`src/rtl/cpws_pkg.sv`:
```
// Package for the charge PWM stepper with clock.
// Register index codes, fixed widths and constants; no dependencies.
package cpws_pkg;

  localparam int GAIN_W         = 16;
  localparam int SCALED_W       = 16;
  localparam int GAIN_FRAC_BITS = 10;
  localparam int DUTY_W         = 8;
  localparam int TICK_W         = 8;
  localparam int SEC_W          = 6;
  localparam int MIN_W          = 6;
  localparam int HOUR_W         = 8;
  localparam int RUNMIN_W       = 16;
  localparam int CFG_IDX_W      = 3;
  localparam int CFG_DATA_W     = 16;

  localparam int DEF_TICKS_PER_SECOND = 61;
  localparam int DEF_SAMPLE_BITS      = 10;

  localparam logic [DUTY_W-1:0]   DUTY_MAX    = 8'd255;
  localparam logic [SEC_W-1:0]    SEC_PER_MIN = 6'd60;
  localparam logic [MIN_W-1:0]    MIN_PER_HR  = 6'd60;
  localparam logic [SCALED_W-1:0] SCALED_MAX  = 16'hFFFF;

  localparam logic [GAIN_W-1:0] VGAIN_RESET = 16'd20250;
  localparam logic [GAIN_W-1:0] CGAIN_RESET = 16'd3333;

  localparam logic [CFG_IDX_W-1:0] REG_CHARGE_ENABLE = 3'd0;
  localparam logic [CFG_IDX_W-1:0] REG_VOLTAGE_LIMIT = 3'd1;
  localparam logic [CFG_IDX_W-1:0] REG_CURRENT_LIMIT = 3'd2;
  localparam logic [CFG_IDX_W-1:0] REG_VOLTAGE_GAIN  = 3'd3;
  localparam logic [CFG_IDX_W-1:0] REG_CURRENT_GAIN  = 3'd4;

endpackage

```
`src/rtl/charge_pwm_stepper_with_clock.sv`:
```
// Top level of the charge PWM stepper with clock.
// Depends on cpws_pkg for widths, register codes and reset values.
//
// Usage:
//   Input channel (in_valid / in_stall) takes one control tick per item:
//   the raw voltage and current samples. Each item yields exactly one
//   result item on the output channel (out_valid / out_stall) carrying the
//   new duty, both scaled samples and the running clock fields.
//   Path: an accepted item lands in the input register, is scaled,
//   compared and applied to the duty and clock state on the way into the
//   result register, from which it is shown on the output channel.
//   Throughput: one item per cycle unless out_stall holds the result; the path
//   between the two registers is one 16-bit by SAMPLE_BITS multiply, a saturation
//   and the compares. Config: cfg_we writes register cfg_index with cfg_data;
//   indexes beyond the register list are ignored. Write only while idle.
//   Reset (rst_n low, synchronous) clears both pipeline valids, the duty
//   and all clock counters, and loads the register reset values.
//   When out_stall is high the result holds; the input register still
//   takes one more item if it is empty, then in_stall rises until the result is taken.
module charge_pwm_stepper_with_clock #(
  parameter int TICKS_PER_SECOND = cpws_pkg::DEF_TICKS_PER_SECOND,
  parameter int SAMPLE_BITS      = cpws_pkg::DEF_SAMPLE_BITS
) (
  input  logic                            clk,
  input  logic                            rst_n,
  input  logic                            cfg_we,
  input  logic [cpws_pkg::CFG_IDX_W-1:0]  cfg_index,
  input  logic [cpws_pkg::CFG_DATA_W-1:0] cfg_data,
  input  logic                            in_valid,
  output logic                            in_stall,
  input  logic [SAMPLE_BITS-1:0]          in_voltage_raw,
  input  logic [SAMPLE_BITS-1:0]          in_current_raw,
  output logic                            out_valid,
  input  logic                            out_stall,
  output logic [cpws_pkg::DUTY_W-1:0]     out_duty,
  output logic [cpws_pkg::SCALED_W-1:0]   out_voltage_scaled,
  output logic [cpws_pkg::SCALED_W-1:0]   out_current_scaled,
  output logic [cpws_pkg::SEC_W-1:0]      out_seconds,
  output logic [cpws_pkg::MIN_W-1:0]      out_minutes,
  output logic [cpws_pkg::HOUR_W-1:0]     out_hours,
  output logic [cpws_pkg::RUNMIN_W-1:0]   out_run_minutes
);
  import cpws_pkg::*;

  localparam int PROD_W = SAMPLE_BITS + GAIN_W;
  localparam logic [TICK_W-1:0] TPS = TICK_W'(TICKS_PER_SECOND);

  logic                   en_r;
  logic [SCALED_W-1:0]    vlim_r, clim_r;
  logic [GAIN_W-1:0]      vgain_r, cgain_r;

  logic                   a_valid_r;
  logic [SAMPLE_BITS-1:0] a_vraw_r, a_craw_r;

  logic                   out_valid_r;
  logic [DUTY_W-1:0]      duty_r, duty_nxt;
  logic [TICK_W-1:0]      tick_r, tick_nxt;
  logic [SEC_W-1:0]       sec_r, sec_nxt;
  logic [MIN_W-1:0]       min_r, min_nxt;
  logic [HOUR_W-1:0]      hour_r, hour_nxt;
  logic [RUNMIN_W-1:0]    runmin_r, runmin_nxt;
  logic [SCALED_W-1:0]    vscl_r, cscl_r, vscl_nxt, cscl_nxt;

  logic                   b_load, adv;
  logic [PROD_W-1:0]      vprod, cprod;
  logic [31:0]            vwide, cwide;

  assign b_load   = !out_valid_r || !out_stall;
  assign adv      = a_valid_r && b_load;
  assign in_stall = a_valid_r && !b_load;

  always_ff @(posedge clk) begin
    if (!rst_n) begin
      en_r    <= 1'b0;
      vlim_r  <= '0;
      clim_r  <= '0;
      vgain_r <= VGAIN_RESET;
      cgain_r <= CGAIN_RESET;
    end else if (cfg_we) begin
      unique case (cfg_index)
        REG_CHARGE_ENABLE: en_r    <= cfg_data[0];
        REG_VOLTAGE_LIMIT: vlim_r  <= cfg_data;
        REG_CURRENT_LIMIT: clim_r  <= cfg_data;
        REG_VOLTAGE_GAIN:  vgain_r <= cfg_data;
        REG_CURRENT_GAIN:  cgain_r <= cfg_data;
        default: ;
      endcase
    end
  end

  // input register
  always_ff @(posedge clk) begin
    if (!rst_n) begin
      a_valid_r <= 1'b0;
    end else if (!in_stall) begin
      a_valid_r <= in_valid;
    end
  end

  always_ff @(posedge clk) begin
    if (in_valid && !in_stall) begin
      a_vraw_r <= in_voltage_raw;
      a_craw_r <= in_current_raw;
    end
  end

  always_comb begin
    vprod = PROD_W'(a_vraw_r) * PROD_W'(vgain_r);
    cprod = PROD_W'(a_craw_r) * PROD_W'(cgain_r);
    vwide = 32'(vprod >> GAIN_FRAC_BITS);
    cwide = 32'(cprod >> GAIN_FRAC_BITS);
    vscl_nxt = (vwide > 32'(SCALED_MAX)) ? SCALED_MAX : vwide[SCALED_W-1:0];
    cscl_nxt = (cwide > 32'(SCALED_MAX)) ? SCALED_MAX : cwide[SCALED_W-1:0];

    duty_nxt = duty_r;
    if (en_r) begin
      if (vscl_nxt < vlim_r && cscl_nxt < clim_r && duty_r < DUTY_MAX) begin
        duty_nxt = duty_r + 1'b1;
      end else if (duty_r != '0) begin
        duty_nxt = duty_r - 1'b1;
      end
    end

    tick_nxt   = tick_r + 1'b1;
    sec_nxt    = sec_r;
    min_nxt    = min_r;
    hour_nxt   = hour_r;
    runmin_nxt = runmin_r;
    if (tick_nxt >= TPS) begin
      tick_nxt = '0;
      sec_nxt  = sec_r + 1'b1;
      if (sec_nxt >= SEC_PER_MIN) begin
        sec_nxt    = '0;
        min_nxt    = min_r + 1'b1;
        runmin_nxt = runmin_r + 1'b1;
        if (min_nxt >= MIN_PER_HR) begin
          min_nxt  = '0;
          hour_nxt = hour_r + 1'b1;
        end
      end
    end
  end

  always_ff @(posedge clk) begin
    if (!rst_n) begin
      out_valid_r <= 1'b0;
      duty_r      <= '0;
      tick_r      <= '0;
      sec_r       <= '0;
      min_r       <= '0;
      hour_r      <= '0;
      runmin_r    <= '0;
    end else begin
      if (b_load) begin
        out_valid_r <= a_valid_r;
      end
      if (adv) begin
        duty_r   <= duty_nxt;
        tick_r   <= tick_nxt;
        sec_r    <= sec_nxt;
        min_r    <= min_nxt;
        hour_r   <= hour_nxt;
        runmin_r <= runmin_nxt;
      end
    end
  end

  always_ff @(posedge clk) begin
    if (adv) begin
      vscl_r <= vscl_nxt;
      cscl_r <= cscl_nxt;
    end
  end

  assign out_valid          = out_valid_r;
  assign out_duty           = duty_r;
  assign out_voltage_scaled = vscl_r;
  assign out_current_scaled = cscl_r;
  assign out_seconds        = sec_r;
  assign out_minutes        = min_r;
  assign out_hours          = hour_r;
  assign out_run_minutes    = runmin_r;

  a_reset_clears: assert property (@(posedge clk) !rst_n |=> !out_valid_r && !a_valid_r)
    else $error("valid not cleared by reset");

  a_state_holds: assert property (@(posedge clk) disable iff (!rst_n)
    !adv |=> $stable(duty_r) && $stable(tick_r) && $stable(runmin_r))
    else $error("state changed without an item advancing");

  a_tick_range: assert property (@(posedge clk) disable iff (!rst_n)
    tick_r < TPS)
    else $error("prescaler out of range");

  a_clock_range: assert property (@(posedge clk) disable iff (!rst_n)
    sec_r < SEC_PER_MIN && min_r < MIN_PER_HR)
    else $error("seconds or minutes out of range");

endmodule

```
`config.mk`:
```
export PLATFORM = sky130hd
export DESIGN_NAME = charge_pwm_stepper_with_clock
export DESIGN_NICKNAME = d
export VERILOG_FILES = /design/src/rtl/cpws_pkg.sv /design/src/rtl/charge_pwm_stepper_with_clock.sv
export SDC_FILE = /design/constraint.sdc
export NUM_CORES = 1
export LEC_CHECK = 0
export BUFFER_PORTS_ARGS = -buffer_cell sky130_fd_sc_hd__buf_2
export CAP_MARGIN = 20
export CORE_MARGIN = 1
export CORE_UTILIZATION = 48
export DETAILED_ROUTE_END_ITERATION = 6
export PLACE_DENSITY = 0.74
export SYNTH_ARGS = -nofsm -noshare
export SYNTH_HDL_FRONTEND = slang
export SYNTH_SLANG_ARGS = --single-unit
```
`constraint.sdc`:
```
create_clock -name clk -period 11.82 [get_ports clk]
set_input_delay 2.364 -clock clk [delete_from_list [all_inputs] [get_ports clk]]
set_output_delay 2.364 -clock clk [all_outputs]
set_load 0.02 [all_outputs]
```
# Word level (Yosys, flattened, before mapping)
# Cells that the tools add are included.
# totals
output_inout_bits	78
wordCells	67
in_bits	44
regBits	171
# op_classes
order_cmp	8
n_mux	7
n_eq_ne	4
mul	2
add_sub_neg	7
n_reduce_logical	22
# op_table
operator	n
multiplier 10 x 16 -> 26 bit	2
greater-than comparator 16 bit (second input constant)	2
less-than comparator 16 bit	2
two-way mux 16 bit	2
adder 8 x 1 -> 8 bit (second input constant)	3
two-way mux 8 bit	3
adder 16 x 1 -> 16 bit (second input constant)	1
adder 6 x 1 -> 6 bit (second input constant)	2
>= comparator 6 bit (second input constant)	2
two-way mux 6 bit	2
AND reduction 2 bit	6
>= comparator 8 x 6 -> 1 bit (second input constant)	1
less-than comparator 8 bit (second input constant)	1
nonzero test 8 bit	1
subtractor 8 x 1 -> 8 bit (second input constant)	1
== test 3 x 2 -> 1 bit (second input constant)	2
AND reduction 3 bit	2
logical AND 1 bit	5
zero test 1 bit	4
AND reduction 4 bit	1
== test 3 x 1 -> 1 bit (second input constant)	1
== test 3 bit (second input constant)	1
zero test 3 bit	1
nonzero test 2 bit	1
logical OR 1 bit	1

# Logic depth before layout (Yosys ltp)
# depth
ltp_word	8
depth_mapped	37

# Least setup slack after synthesis
# No wires, ideal clock.
# synth_path
kind	reg-to-reg
from	reg a_vraw_r[1]
to	reg duty_r[7] (netlist: out_duty[7])
arrival_ps	8383
path_slack_ps	3365
path_stages_with_launch	35
setup_time_ps	72
n_path_buf	1
t_required_ps	11748
path_cell_list	edfxtp_1 clkbuf_1 nand2_1 fa_1 inv_1 fa_1 inv_1 fa_1 inv_1 fa_1 fa_1 ha_1 a21oi_1 nand2_1 a2111oi_2 a211oi_1 o21ai_0 o21ai_0 a31oi_1 xnor2_1 ha_1 a211o_1 a2111oi_2 o21ai_1 a211o_1 or2_4 ha_1 a21o_1 a21oi_1 nor2_1 o31a_1 o21ai_0 o211ai_1 a21oi_1 mux2i_1
# synth_via
elab_chain_cells	8
word_cells_on_any_way	9
cone_classes	mul (1); order compare (2); mux (2); reduce/logical (4)
# synth_lines
element	line_no	source
start, declared	charge_pwm_stepper_with_clock.sv:53	logic [SAMPLE_BITS-1:0] a_vraw_r, a_craw_r;
start signal, assigned	charge_pwm_stepper_with_clock.sv:102	a_vraw_r <= in_voltage_raw;
multiplier 10 x 16 -> 26 bit (*)	charge_pwm_stepper_with_clock.sv:108	vprod = PROD_W'(a_vraw_r) * PROD_W'(vgain_r);
greater-than comparator 16 bit	charge_pwm_stepper_with_clock.sv:112	vscl_nxt = (vwide > 32'(SCALED_MAX)) ? SCALED_MAX : vwide[SCALED_W-1:0];
two-way mux 16 bit (*)	charge_pwm_stepper_with_clock.sv:112	
via vscl_nxt[15]	charge_pwm_stepper_with_clock.sv:62	logic [SCALED_W-1:0] vscl_r, cscl_r, vscl_nxt, cscl_nxt;
less-than comparator 16 bit (*)	charge_pwm_stepper_with_clock.sv:117	if (vscl_nxt < vlim_r && cscl_nxt < clim_r && duty_r < DUTY_MAX) begin
logical AND 1 bit (*) (2 in a row)	charge_pwm_stepper_with_clock.sv:117	
nonzero test 2 bit (no source line)	--	
AND reduction 3 bit (no source line)	--	
end signal, assigned	charge_pwm_stepper_with_clock.sv:158	duty_r <= duty_nxt;
end, declared	charge_pwm_stepper_with_clock.sv:56	logic [DUTY_W-1:0] duty_r, duty_nxt;
# Mark *: on every way through the listed nets, which the timed path passes. The rest lies on a longest branch.
# A chain may end at the register's enable or synchronous reset.

# Final worst setup path
# layout_path
from	reg a_vraw_r[2]
to	reg duty_r[7] (netlist: out_duty[7])
# The elaborated chain is that of the path after synthesis.

==> results.cfg <==
[sta]
timing.fmax_mhz = 105.7
setup_violations = 0
finalCritPeriodShare_pct = 80.06
slew_viol_final = 0
slew_headroom_pct = 31.52
rsz0062_at_grt = no
hold_slack_ps = 469.4
worst-slew-pin-transition_ps = 1027
fin_crit_ps = 9463
final_hold_viol_count = 0
skew_ps = 12.56
setup_tns_ps = 0

[route]
viasPerCell = 5.376
wl_per_cell_um = 16.75
firstDrtPassIters = 5
drcViolationCount = 0
ant_nets = 0
vias = 13090
drt_iter0_markers = 836
wl_mm = 40.78

[setup_path]
critPathLaunchType = register
slowest_stage = edfxtp_1
rr_endpoint = out_duty[7]
rrSetupSlack_ps = 2360
r2r_start = a_vraw_r[2]
crit_path_frequent_cell = fa_1
worst_r2r_path_depth = 33
crit_type = reg2reg
cp.arrival_ps = 9860
required_ps = 12210
crit_path_end = out_duty[7]
critPathLaunch = a_vraw_r[2]
worstPathMaxFanout = 16
slowest_delay_ps = 720
crit_path_end_kind = register

[floorplanning]
die_h_um = 191.3
dieWidth_um = 191.3
die_area_um2 = 36590
initial_core_util_pct = 49.30
io_pins = 122
rows = 68
core_um2 = 34880

[clocking]
clock-sinks = 171
cts_buffers = 17
root_buffer = clkbuf_16
postCtsResizedCells = 0
cts_setup_buffers = 0
clk_latency_ps = 460
cts_tree = built
clk_pin_slew_ps = 80
clockBufferDepth = 2
ctsHtreeMaxLevel = 4
cts_hold_buf = 0

[placed_design]
io_buffers = 121
hpwl_mm = 31.45
gp_congestion = 0.8759

[pwr]
power_switching_mw = 1.567
peakVddDrop_mv = 0.1830
power_frac_seq_pct = 22.4
leakage_nw = 8.943
powerDensity_nw_per_um2 = 181.2
p_clk_share_pct = 17.3
power_mw = 3.392
comb_power_share_pct = 60.2
swShare_pct = 46.20
p_int_mw = 1.825

[grt]
grt-ovfl-total = 0
track_usage_pct = 23.72
antenna_found_initial = 6
grt_max_degree = 122
grt_pass1_vias = 13590
grt_pass1_wl_mm = 67.63

[yosys]
synth_edf_count = 52
synth_nets = 2325
ys.flop_type = dfxtp_1
synthTopCellsByArea = fa_1 25%, dfxtp_1 14%, ha_1 12%
synth-seq-cells = 171
netlist_area_um2 = 17200
synth_area_leader_cell = fa_1
syn_avg_cell_area_um2 = 9.043
synth_cell_types = 67
async_flop_share_pct = 0
ys_seq_area_share_pct = 22.93
yosysWarningCount = 0
syn_inst = 1902
yosys-top-cells-count = 344 x nand2_1, 290 x inv_1, 219 x fa_1, 180 x and2_1, 160 x ha_1
yosysMostFrequentCell = nand2_1
synth_top_area_share_pct = 25.49

[layout]
n_fill_cell = 3155
syn_to_final_growth_pct = 8.839
drive_above_1_share_pct = 8.801
final_util_pct = 53.66
fin_nets = 2387

[run_status]
status = finished, final reports clean

[worst_hold_path]
hold_path_depth = 2
min_path_type = reg2reg

[run]
cap_violations = 0
worst min-delay path by stage:
stage               start          to  slack, ps
4_1_cts         vlim_r[0]   vlim_r[0]        470
3_3_place_gp    vlim_r[0]   vlim_r[0]        450
6_report       vlim_r[11]  vlim_r[11]        470
5_1_grt        vlim_r[11]  vlim_r[11]        490
3_5_place_dp   vlim_r[10]  vlim_r[10]        460
2_1_floorplan   vlim_r[0]   vlim_r[0]        440
registers in the layout, summed over array words and instances (netlist names):
register	count
a_valid_r	1
out_duty	8
out_seconds	6
out_minutes	6
vlim_r	16
cgain_r	16
out_valid	1
a_vraw_r	10
out_current_scaled	16
tick_r	8
vgain_r	16
out_run_minutes	16
clim_r	16
en_r	1
out_hours	8
a_craw_r	10
out_voltage_scaled	16
logic make-up (layout without fill, tap and decap cells):
kind of cell / Yosys count / in the layout / share of synthesized area (%)
and+or+nand+nor: 712 / 712 / 20.20
adders and majority gates: 380 / 380 / 37.19
buffers and inverters: 374 / 449 / 8.213
AOI/OAI and AO/OA: 190 / 190 / 7.581
DFF: 171 / 171 / 22.93
xor gates and xnor gates: 65 / 65 / 3.310
muxes: 10 / 10 / 0.5820
other: 0 / 3 / 0
power by group through the flow:
stage                     clock network [mW]  registers [mW]  logic (mW)
final                                  0.588           0.761        2.04
after global routing                   0.623           0.769        2.30
after CTS                              0.601           0.762        2.04
after detailed placement                   0           0.775        2.02
after global placement                     0           0.774        1.94
after floorplan                            0           0.802        1.43
per-stage QoR:
step	instance area, um^2	std cells	worst slack (ps)
after global placement	18090	2399	2726
after floorplan	17200	1902	3365
after global routing	18720	2434	1676
final	18720	2435	2357
after detailed placement	18090	2399	2399
after CTS	18700	2431	2389
placed cells by master (no fill, tap or decap), types with 17 or more instances in the layout:
cell	n
xnor2_1	46
edfxtp_1	52
nand2_1	344
and2_1	180
inv_1	290
nand3_1	37
dfxtp_1	119
nand4_1	24
xor2_1	19
clkbuf_16	17
o21ai_0	30
a21oi_1	44
buf_2	121
nor2_1	49
a21boi_0	60
fa_1	219
ha_1	160
worst max-delay path, delay by kind of cell (launching register included):
family,cells,cell delay [ps]
mux,1,200
fa+ha+maj,8,3400
compound gates,16,4090
buf+inv,3,160
simple gates,4,670
xor+xnor,1,180
flops,1,720
metal layers:
layer / vias up / wire, um / global-route usage [%] / share of wire [%]
met5: - / 39 / 0 / 0.096
met3: 82 / 2488 / 4.938 / 6.1
met4: 6 / 1461 / 9.035 / 3.6
met1: 6517 / 17330 / 30.54 / 42
li1: 6120 / - / - / -
met2: 366 / 19470 / 39.06 / 48
area by class of cell:
| type | instances | area, um^2 | share of cell area (%) |
|---|---|---|---|
| diodes | 3 | 7.507 | 0.04010 |
| clock buffers | 17 | 425.4 | 2.273 |
| clock inverters | 15 | 192.7 | 1.029 |
| inverters | 291 | 1092 | 5.835 |
| multi-input cells | 1357 | 11850 | 63.28 |
| flip-flops and latches | 171 | 3944 | 21.07 |
| well taps | 455 | 569.3 | 3.041 |
| repair buffers | 126 | 643.1 | 3.436 |
No activity file was read; power rests on OpenSTA's default activity.
